[config.mk]
export PLATFORM = sky130hd
export DESIGN_NAME = wildcard_pattern_matcher_top
export DESIGN_NICKNAME = d
export VERILOG_FILES = /design/src/rtl/core/wpm_pkg.sv /design/src/rtl/core/wildcard_pattern_matcher_top.sv /design/src/rtl/core/wpm_cell.sv
export SDC_FILE = /design/constraint.sdc
export NUM_CORES = 2
export LEC_CHECK = 0
export BUFFER_PORTS_ARGS = -buffer_cell sky130_fd_sc_hd__buf_2
export CAP_MARGIN = 10
export CORE_MARGIN = 2
export CORE_UTILIZATION = 60
export CTS_BUF_LIST = sky130_fd_sc_hd__clkbuf_16
export DETAILED_ROUTE_END_ITERATION = 10
export PLACE_DENSITY = 0.81
export SLEW_MARGIN = 30
export SYNTH_ARGS = -nofsm -noshare
export SYNTH_HDL_FRONTEND = slang
export SYNTH_HIERARCHICAL = 1
export SYNTH_SLANG_ARGS = --single-unit
[constraint.sdc]
create_clock -name clk_i -period 9.4 [get_ports clk_i]
set_clock_uncertainty 0.05 [all_clocks]
set_input_delay 0.47 -clock clk_i [delete_from_list [all_inputs] [get_ports clk_i]]
set_output_delay 0.47 -clock clk_i [all_outputs]
set_load 0.02 [all_outputs]
[src/rtl/core/wpm_pkg.sv]
// Shared types and constants for the wildcard pattern matcher.
// No dependencies; used by wpm_cell and wildcard_pattern_matcher_top.
package wpm_pkg;

  localparam int unsigned CHAR_W          = 16;
  localparam int unsigned MAX_PATTERN_DEF = 64;

  localparam logic [CHAR_W-1:0] CH_ANY_ONE = 16'h003F;  // '?'
  localparam logic [CHAR_W-1:0] CH_ANY_RUN = 16'h002A;  // '*'

  typedef enum logic [1:0] {
    CMD_CLEAR   = 2'd0,
    CMD_APPEND  = 2'd1,
    CMD_RESTART = 2'd2,
    CMD_TEXT    = 2'd3
  } cmd_e;

  // Token handed from one cell to the next during a row sweep.
  typedef struct packed {
    logic vld;
    logic prev;  // row bit of the sender before this sweep
    logic cur;   // row bit of the sender after this sweep
  } link_t;

  // Per-cell control from the top level.
  typedef struct packed {
    logic wr_en;  // store the broadcast pattern character
    logic last;   // cell holds the final pattern character
  } cell_ctl_t;

  // Signals broadcast to every cell.
  typedef struct packed {
    logic              text_mode;  // 1: advance on text char, 0: rebuild empty-text row
    logic [CHAR_W-1:0] text_char;
    logic [CHAR_W-1:0] wr_char;
  } bcast_t;

endpackage

[src/rtl/core/wildcard_pattern_matcher_top.sv]
// Glob-style wildcard matcher: '?' matches one character, '*' any run. Each request
// returns one result. Pattern characters are held in a row of MAX_PATTERN cells; a
// text character, a restart or an append sends a token down the row, one cell per
// cycle, and the result is loaded into the output register after the token reaches
// the last pattern cell. A clear, or a restart or text character with an empty
// pattern, sends no token. A new request is taken once
// the previous one has its result in the output register, even while that result
// waits to be taken.
// Depends on wpm_pkg and wpm_cell.
module wildcard_pattern_matcher_top
  import wpm_pkg::*;
#(
  parameter int unsigned MAX_PATTERN = MAX_PATTERN_DEF
) (
  input  logic        clk_i,
  input  logic        rst_ni,
  input  logic        s_tvalid_i,
  output logic        s_tready_o,
  input  logic [23:0] s_tdata_i,   // [1:0] cmd, [17:2] char_code, [23:18] zero
  output logic        m_tvalid_o,
  input  logic        m_tready_i,
  output logic [7:0]  m_tdata_o    // [0] matched, [1] overflow, [7:2] zero
);

  localparam int unsigned LEN_W = $clog2(MAX_PATTERN + 1);
  localparam int unsigned IDX_W = (MAX_PATTERN > 1) ? $clog2(MAX_PATTERN) : 1;
  localparam logic [LEN_W-1:0] LEN_MAX = LEN_W'(MAX_PATTERN);

  typedef enum logic [1:0] {
    ST_IDLE,
    ST_RUN,
    ST_FIN
  } state_e;

  state_e            state_q, state_d;
  logic [LEN_W-1:0]  len_q, len_d;
  logic              ovf_q, ovf_d;
  logic              row0_q, row0_d;
  logic              text_q, text_d;
  logic [CHAR_W-1:0] char_q, char_d;
  link_t             launch_q, launch_d;
  logic              m_tvalid_q, m_tvalid_d;
  logic [7:0]        m_tdata_q, m_tdata_d;

  cmd_e              in_cmd;
  logic [CHAR_W-1:0] in_char;
  logic              accept;
  logic              full;
  logic [LEN_W-1:0]  len_m1;
  logic              matched;
  logic              done;

  bcast_t                  bcast;
  cell_ctl_t [MAX_PATTERN-1:0] cell_ctl;
  link_t     [MAX_PATTERN-1:0] cell_link;
  logic      [MAX_PATTERN-1:0] row_bits;
  logic      [MAX_PATTERN-1:0] cell_fin;
  logic      [MAX_PATTERN-1:0] tok_vld;

  assign in_cmd  = cmd_e'(s_tdata_i[1:0]);
  assign in_char = s_tdata_i[17:2];
  assign accept  = s_tvalid_i & s_tready_o;
  assign full    = (len_q == LEN_MAX);
  assign len_m1  = len_q - LEN_W'(1);
  assign matched = (len_q == '0) ? row0_q : row_bits[len_m1[IDX_W-1:0]];
  assign done    = |cell_fin;

  assign bcast = '{text_mode: text_q, text_char: char_q, wr_char: in_char};

  for (genvar i = 0; i < MAX_PATTERN; i++) begin : g_cell
    assign cell_ctl[i].wr_en = accept && (in_cmd == CMD_APPEND) && !full
                               && (len_q == LEN_W'(i));
    assign cell_ctl[i].last  = (len_q == LEN_W'(i + 1));
    assign tok_vld[i]        = cell_link[i].vld;

    wpm_cell u_cell (
      .clk_i   (clk_i),
      .rst_ni  (rst_ni),
      .bcast_i (bcast),
      .ctl_i   (cell_ctl[i]),
      .link_i  ((i == 0) ? launch_q : cell_link[(i == 0) ? 0 : i - 1]),
      .link_o  (cell_link[i]),
      .row_o   (row_bits[i]),
      .fin_o   (cell_fin[i])
    );
  end

  always_comb begin
    state_d    = state_q;
    len_d      = len_q;
    ovf_d      = ovf_q;
    row0_d     = row0_q;
    text_d     = text_q;
    char_d     = char_q;
    launch_d   = '{vld: 1'b0, prev: 1'b0, cur: 1'b0};
    m_tvalid_d = m_tvalid_q & ~m_tready_i;
    m_tdata_d  = m_tdata_q;

    case (state_q)
      ST_IDLE: begin
        if (accept) begin
          state_d = ST_FIN;
          case (in_cmd)
            CMD_CLEAR: begin
              len_d  = '0;
              ovf_d  = 1'b0;
              row0_d = 1'b1;
            end
            CMD_APPEND: begin
              row0_d = 1'b1;
              text_d = 1'b0;
              if (full) begin
                ovf_d = 1'b1;
              end else begin
                len_d = len_q + LEN_W'(1);
              end
              launch_d = '{vld: 1'b1, prev: 1'b0, cur: 1'b1};
              state_d  = ST_RUN;
            end
            CMD_RESTART: begin
              row0_d = 1'b1;
              text_d = 1'b0;
              if (len_q != '0) begin
                launch_d = '{vld: 1'b1, prev: 1'b0, cur: 1'b1};
                state_d  = ST_RUN;
              end
            end
            CMD_TEXT: begin
              row0_d = 1'b0;
              text_d = 1'b1;
              char_d = in_char;
              if (len_q != '0) begin
                launch_d = '{vld: 1'b1, prev: row0_q, cur: 1'b0};
                state_d  = ST_RUN;
              end
            end
            default: begin
              state_d = ST_FIN;
            end
          endcase
        end
      end
      ST_RUN: begin
        if (done) begin
          state_d = ST_FIN;
        end
      end
      ST_FIN: begin
        if (!m_tvalid_q || m_tready_i) begin
          m_tvalid_d = 1'b1;
          m_tdata_d  = {6'b0, ovf_q, matched};
          state_d    = ST_IDLE;
        end
      end
      default: begin
        state_d = ST_IDLE;
      end
    endcase
  end

  always_ff @(posedge clk_i or negedge rst_ni) begin
    if (!rst_ni) begin
      state_q    <= ST_IDLE;
      len_q      <= '0;
      ovf_q      <= 1'b0;
      row0_q     <= 1'b1;
      text_q     <= 1'b0;
      char_q     <= '0;
      launch_q   <= '{vld: 1'b0, prev: 1'b0, cur: 1'b0};
      m_tvalid_q <= 1'b0;
      m_tdata_q  <= '0;
    end else begin
      state_q    <= state_d;
      len_q      <= len_d;
      ovf_q      <= ovf_d;
      row0_q     <= row0_d;
      text_q     <= text_d;
      char_q     <= char_d;
      launch_q   <= launch_d;
      m_tvalid_q <= m_tvalid_d;
      m_tdata_q  <= m_tdata_d;
    end
  end

  assign s_tready_o = (state_q == ST_IDLE);
  assign m_tvalid_o = m_tvalid_q;
  assign m_tdata_o  = m_tdata_q;

`ifndef SYNTHESIS
  // A single token walks the chain, so at most one cell can finish.
  a_one_fin: assert property (@(posedge clk_i) disable iff (!rst_ni)
    $onehot0(cell_fin))
    else $error("more than one cell finished in a cycle");

  // No token is left in the chain once the block takes requests again.
  a_idle_clean: assert property (@(posedge clk_i) disable iff (!rst_ni)
    (state_q == ST_IDLE) |-> (!launch_q.vld && tok_vld == '0))
    else $error("token still in chain while idle");

  // Overflow can only be set with a full store.
  a_ovf_full: assert property (@(posedge clk_i) disable iff (!rst_ni)
    ovf_q |-> (len_q == LEN_MAX))
    else $error("overflow flag without full pattern store");

  // The sweep ends only while running.
  a_fin_run: assert property (@(posedge clk_i) disable iff (!rst_ni)
    done |-> (state_q == ST_RUN))
    else $error("cell finished outside a sweep");
`endif

endmodule

[src/rtl/core/wpm_cell.sv]
// One matcher cell: holds one pattern character and its row bit.
// Depends on wpm_pkg.
module wpm_cell
  import wpm_pkg::*;
(
  input  logic      clk_i,
  input  logic      rst_ni,
  input  bcast_t    bcast_i,
  input  cell_ctl_t ctl_i,
  input  link_t     link_i,
  output link_t     link_o,
  output logic      row_o,
  output logic      fin_o
);

  logic [CHAR_W-1:0] pchar_q;
  logic              row_q;
  logic              row_eff;
  logic              row_d;
  logic              link_vld_q;
  logic              link_prev_q;
  logic              link_cur_q;

  always_ff @(posedge clk_i) begin
    if (ctl_i.wr_en) begin
      pchar_q <= bcast_i.wr_char;
    end
  end

  // Rebuild sweep treats the old row as all zero.
  assign row_eff = bcast_i.text_mode & row_q;

  always_comb begin
    if (pchar_q == CH_ANY_RUN) begin
      row_d = row_eff | link_i.cur;
    end else if (pchar_q == CH_ANY_ONE || pchar_q == bcast_i.text_char) begin
      row_d = link_i.prev;
    end else begin
      row_d = 1'b0;
    end
  end

  always_ff @(posedge clk_i or negedge rst_ni) begin
    if (!rst_ni) begin
      row_q      <= 1'b0;
      link_vld_q <= 1'b0;
    end else begin
      link_vld_q <= link_i.vld & ~ctl_i.last;
      if (link_i.vld) begin
        row_q <= row_d;
      end
    end
  end

  always_ff @(posedge clk_i) begin
    if (link_i.vld) begin
      link_prev_q <= row_eff;
      link_cur_q  <= row_d;
    end
  end

  assign link_o = '{vld: link_vld_q, prev: link_prev_q, cur: link_cur_q};
  assign row_o  = row_q;
  assign fin_o  = link_i.vld & ctl_i.last;

endmodule

# Word level (Yosys, flattened, before mapping)
# Index checks and enable logic that the tools add are counted.
dict set report classes {
  n_addsub 2
  muxes 150
  reduce_logical 150
  magnitude_cmp 1
  eq_ne 266
  n_bitwise 321
}
# operator count
set ops {}
lappend ops {{equality test 16 x 6 -> 1 bit (second input constant)} 128}
lappend ops {{equality test 16 bit} 64}
lappend ops {{equality test 7 x 6 -> 1 bit (second input constant)} 32}
lappend ops {{AND 1 bit} 193}
lappend ops {{2-to-1 mux 1 bit} 133}
lappend ops {{equality test 7 x 5 -> 1 bit (second input constant)} 16}
lappend ops {{logical AND 1 bit} 66}
lappend ops {{logical OR 1 bit} 65}
lappend ops {{NOT 1 bit} 64}
lappend ops {{OR 1 bit} 64}
lappend ops {{OR reduction 64 bit} 1}
lappend ops {{equality test 7 x 4 -> 1 bit (second input constant)} 8}
lappend ops {{equality test 7 x 3 -> 1 bit (second input constant)} 4}
lappend ops {{equality test 7 x 2 -> 1 bit (second input constant)} 2}
lappend ops {{case mux 7 bit (2 select lines)} 1}
lappend ops {{2-to-1 mux 3 bit} 4}
lappend ops {{case mux 3 bit (3 select lines)} 1}
lappend ops {{AND reduction 3 bit} 3}
lappend ops {{2-to-1 mux 2 bit} 4}
lappend ops {{inequality test 2 bit (second input constant)} 4}
lappend ops {{AND reduction 4 bit} 2}
lappend ops {{adder 7 x 1 -> 7 bit (second input constant)} 1}
lappend ops {{equality test 7 x 1 -> 1 bit (second input constant)} 1}
lappend ops {{equality test 7 bit (second input constant)} 1}
lappend ops {{18 further kinds} 28}
dict set report word_totals {
  input_bits 28
  output_inout_bits 10
  register_bits 1311
}

# Longest topological paths before layout
dict set report depth {
  word_depth 5
  ltp_mapped 15
}

# Hierarchy
# The synthesis kept the hierarchy.
# mod area_each_um2 n_inst cells_each seq_area_each_um2
set modules_own_cells {}
lappend modules_own_cells {wpm_cell 912.1 64 63 590.6}
lappend modules_own_cells {wildcard_pattern_matcher_top 3170.5 1 405 852.1}

# Worst setup path before layout
# Ideal clock, no wire load.
dict set report synth_path {
  kind {register to register}
  start {reg len_q[0]}
  end {reg g_cell[48].u_cell.pchar_q[0] (enable)}
  slack_ns 5.951
  n_path_buf 6
  required_time_ns 8.962
  path_stages_with_launch 13
  synth_period_minus_slack_ns 3.449
  arrival_time_ns 3.011
  path_cell_list {dfrtp_1 buf_6 buf_6 buf_2 inv_1 ha_1 or3b_1 buf_2 nor4_4 or3_1 clkbuf_1 buf_2 nor2_1}
}
# item line_no
set synth_rtl {}
lappend synth_rtl {{start: declaration} wildcard_pattern_matcher_top.sv:36} ;# logic [LEN_W-1:0] len_q, len_d;
lappend synth_rtl {{start signal: assignment} wildcard_pattern_matcher_top.sv:174} ;# len_q <= len_d;
lappend synth_rtl {{end signal: assignment} wpm_cell.sv:26} ;# pchar_q <= bcast_i.wr_char;
lappend synth_rtl {{end: declaration} wpm_cell.sv:16} ;# logic [CHAR_W-1:0] pchar_q;

==> impl_metrics.env <==
export IMPL_status="complete, no violations"
export IMPL_cp_start_kind="register"
export IMPL_place_gp_congestion=0.9358
export IMPL_setup_viol=0
export IMPL_cts_sinks=1311
export IMPL_fin_nets=4456
export IMPL_period_needed_ps=4103
export IMPL_required_ps=9950
export IMPL_numPortBuffers=25
export IMPL_cts_tree="built"
export IMPL_pin_count=38
export IMPL_slew_viol_final=0
export IMPL_worstHoldEndpoint="g_cell[53].u_cell/pchar_q[4]"
export IMPL_dieArea_um2=104900
export IMPL_syn_inst=4427
export IMPL_die_w_um=323.9
export IMPL_max_freq_mhz=243.7
export IMPL_reg2reg_slack_ps=5300
export IMPL_min_period_over_period_pct=43.65
export IMPL_rows=117
export IMPL_rsz0062_at_grt="false"
export IMPL_finalPower_mw=17.02
export IMPL_htreeDepth=4
export IMPL_antenna_found_initial=5
export IMPL_hold_slack_ps=63.55
export IMPL_drt_pass1_iterations=6
export IMPL_viasPerCell=6.512
export IMPL_start_util_pct=60.45
export IMPL_ir_drop_mv=0.5030
export IMPL_worst_pin_slew_ps=1061
export IMPL_first_global_vias=37980
export IMPL_track_usage_pct=32.20
export IMPL_worstPathArrival_ps=4650
export IMPL_hpwlAfterDp_mm=93.27
export IMPL_area_delta_synth_final_pct=8.448
export IMPL_wire_per_inst_um=28.59
export IMPL_slew_headroom_pct=29.29
export IMPL_numCtsBuffers=130
export IMPL_grt_overflow=0
export IMPL_drive_gt1_share_pct=12.50
export IMPL_die_y_um=323.9
export IMPL_path_class="reg -> reg"
export IMPL_r2r_end="state_q[1]"
export IMPL_syn_cell_area_um2=61420
export IMPL_drc=0
export IMPL_post_route_util_pct=65.56
export IMPL_p_leak_nw=22.01
export IMPL_grt_pass1_wl_mm=243.6
export IMPL_grt_max_degree=66
export IMPL_post_cts_resized=0
export IMPL_core_area_um2=101600
export IMPL_drt_initial_drc_count=5464
export IMPL_clk_path_buf_depth=3
export IMPL_hp_class="in -> reg"
export IMPL_min_delay_start="s_tdata_i[6]"
export IMPL_fill_cells=6954
export IMPL_ys_warn_count=6
export IMPL_vias=38410
export IMPL_r2r_cells=11
export IMPL_antenna_left=0
export IMPL_cts_setup_buffers=0
export IMPL_worstSetupEndpointType="register"
export IMPL_crit_fanout=27
export IMPL_clk_pin_slew_ps=70
export IMPL_avgSynthCellArea_um2=13.87
export IMPL_insertion_delay_ps=750
export IMPL_hold_depth=1
export IMPL_p_per_area_nw_per_um2=255.5
export IMPL_totalWireLength_mm=168.6
export IMPL_cap_viol_max_count=0
export IMPL_finalHoldViolations=0
export IMPL_setup_tns_ps=0
export IMPL_clockRootBuffer="clkbuf_16"
export IMPL_worstReg2RegStart="len_q[0]"
-- how the worst max path moves through the flow --
stage,startpoint,endpoint,slack [ps],depth (start not counted)
finish,len_q[0],state_q[1],5300,11
global route,len_q[0],state_q[1],5320,11
CTS,len_q[1],g_cell[35].u_cell/pchar_q[7],5200,7
detailed placement,len_q[1],g_cell[47].u_cell/pchar_q[10],5240,7
global placement,len_q[0],state_q[1],5150,11
floorplan,len_q[0],g_cell[48].u_cell/pchar_q[0],5960,12
-- where the power goes --
part | internal [mW] | total [mW] | switching [mW] | leakage, nW
logic | 1.76 | 4.30 | 2.55 | 7.40
clock network | 2.86 | 5.06 | 2.20 | 2.15
registers | 6.60 | 7.66 | 1.05 | 12.5
total | 11.2 | 17.0 | 5.80 | 22.0
-- critical path: stages, from the launching register on --
cell and delay (ps):
dfrtp_2 400, buf_4 340, ha_1 370, nand2_1 620, nor2_1 130, and2_1 200
nor4_2 730, nand4_1 390, nor4_1 280, a21oi_1 160, o21ai_0 140, o22ai_1 120
-- flip-flops by register name (all words and copies together), names as in the netlist --
signal and count:
g_cell.u_cell/pchar_q 1024, g_cell.u_cell/row_o 64, g_cell.u_cell/link_cur_q 63, g_cell.u_cell/link_prev_q 63, g_cell.u_cell/link_vld_q 63, char_q 16
len_q 7, launch_q 3, m_tdata_o 2, state_q 2, m_tvalid_o 1, ovf_q 1
row0_q 1, text_q 1
-- metrics by stage --
stage | setup WS (ps) | cells | instance area [µm²]
after floorplan | 5956 | 4432 | 61440
after global placement | 5154 | 5655 | 62190
after detailed placement | 5241 | 5656 | 62390
after CTS | 5198 | 5895 | 66540
after global routing | 5323 | 5897 | 66600
final | 5297 | 5899 | 66610
-- routing by layer --
metal | track usage (%) | routed length [µm]
met5 | 0 | 34
met4 | 16.35 | 8824
met3 | 6.581 | 21250
met2 | 49.19 | 75520
met1 | 44.13 | 63010
-- final cells by class --
cell class	count	area (µm²)	share of cell area (%)
flip-flops and latches	1311	38630	57.99
clock buffers	135	3378	5.072
inverters	71	266.5	0.4001
diodes	2	5.005	0.007514
repair buffers	82	679.4	1.020
clock inverters	103	763.2	1.146
multi-input cells	2827	21180	31.79
well taps	1368	1712	2.570
-- cell usage in the layout (no fill, tap or decap), types with 68 or more instances in the layout --
cell type	count
nor3b_1	68
clkbuf_16	135
edfxtp_1	1150
nor2b_1	133
nand3_1	68
inv_1	103
nand4_1	325
nor4_1	81
nor2_1	284
and2_1	69
dfrtp_1	142
xnor2_1	1026
nand2_1	158
a21oi_1	71
-- what timing repair did --
action	CTS	global route
setup endpoints to repair	0	0
hold endpoints to repair	56	0
hold buffers	1	0
Note: power is estimated with default switching activity, not from simulation.
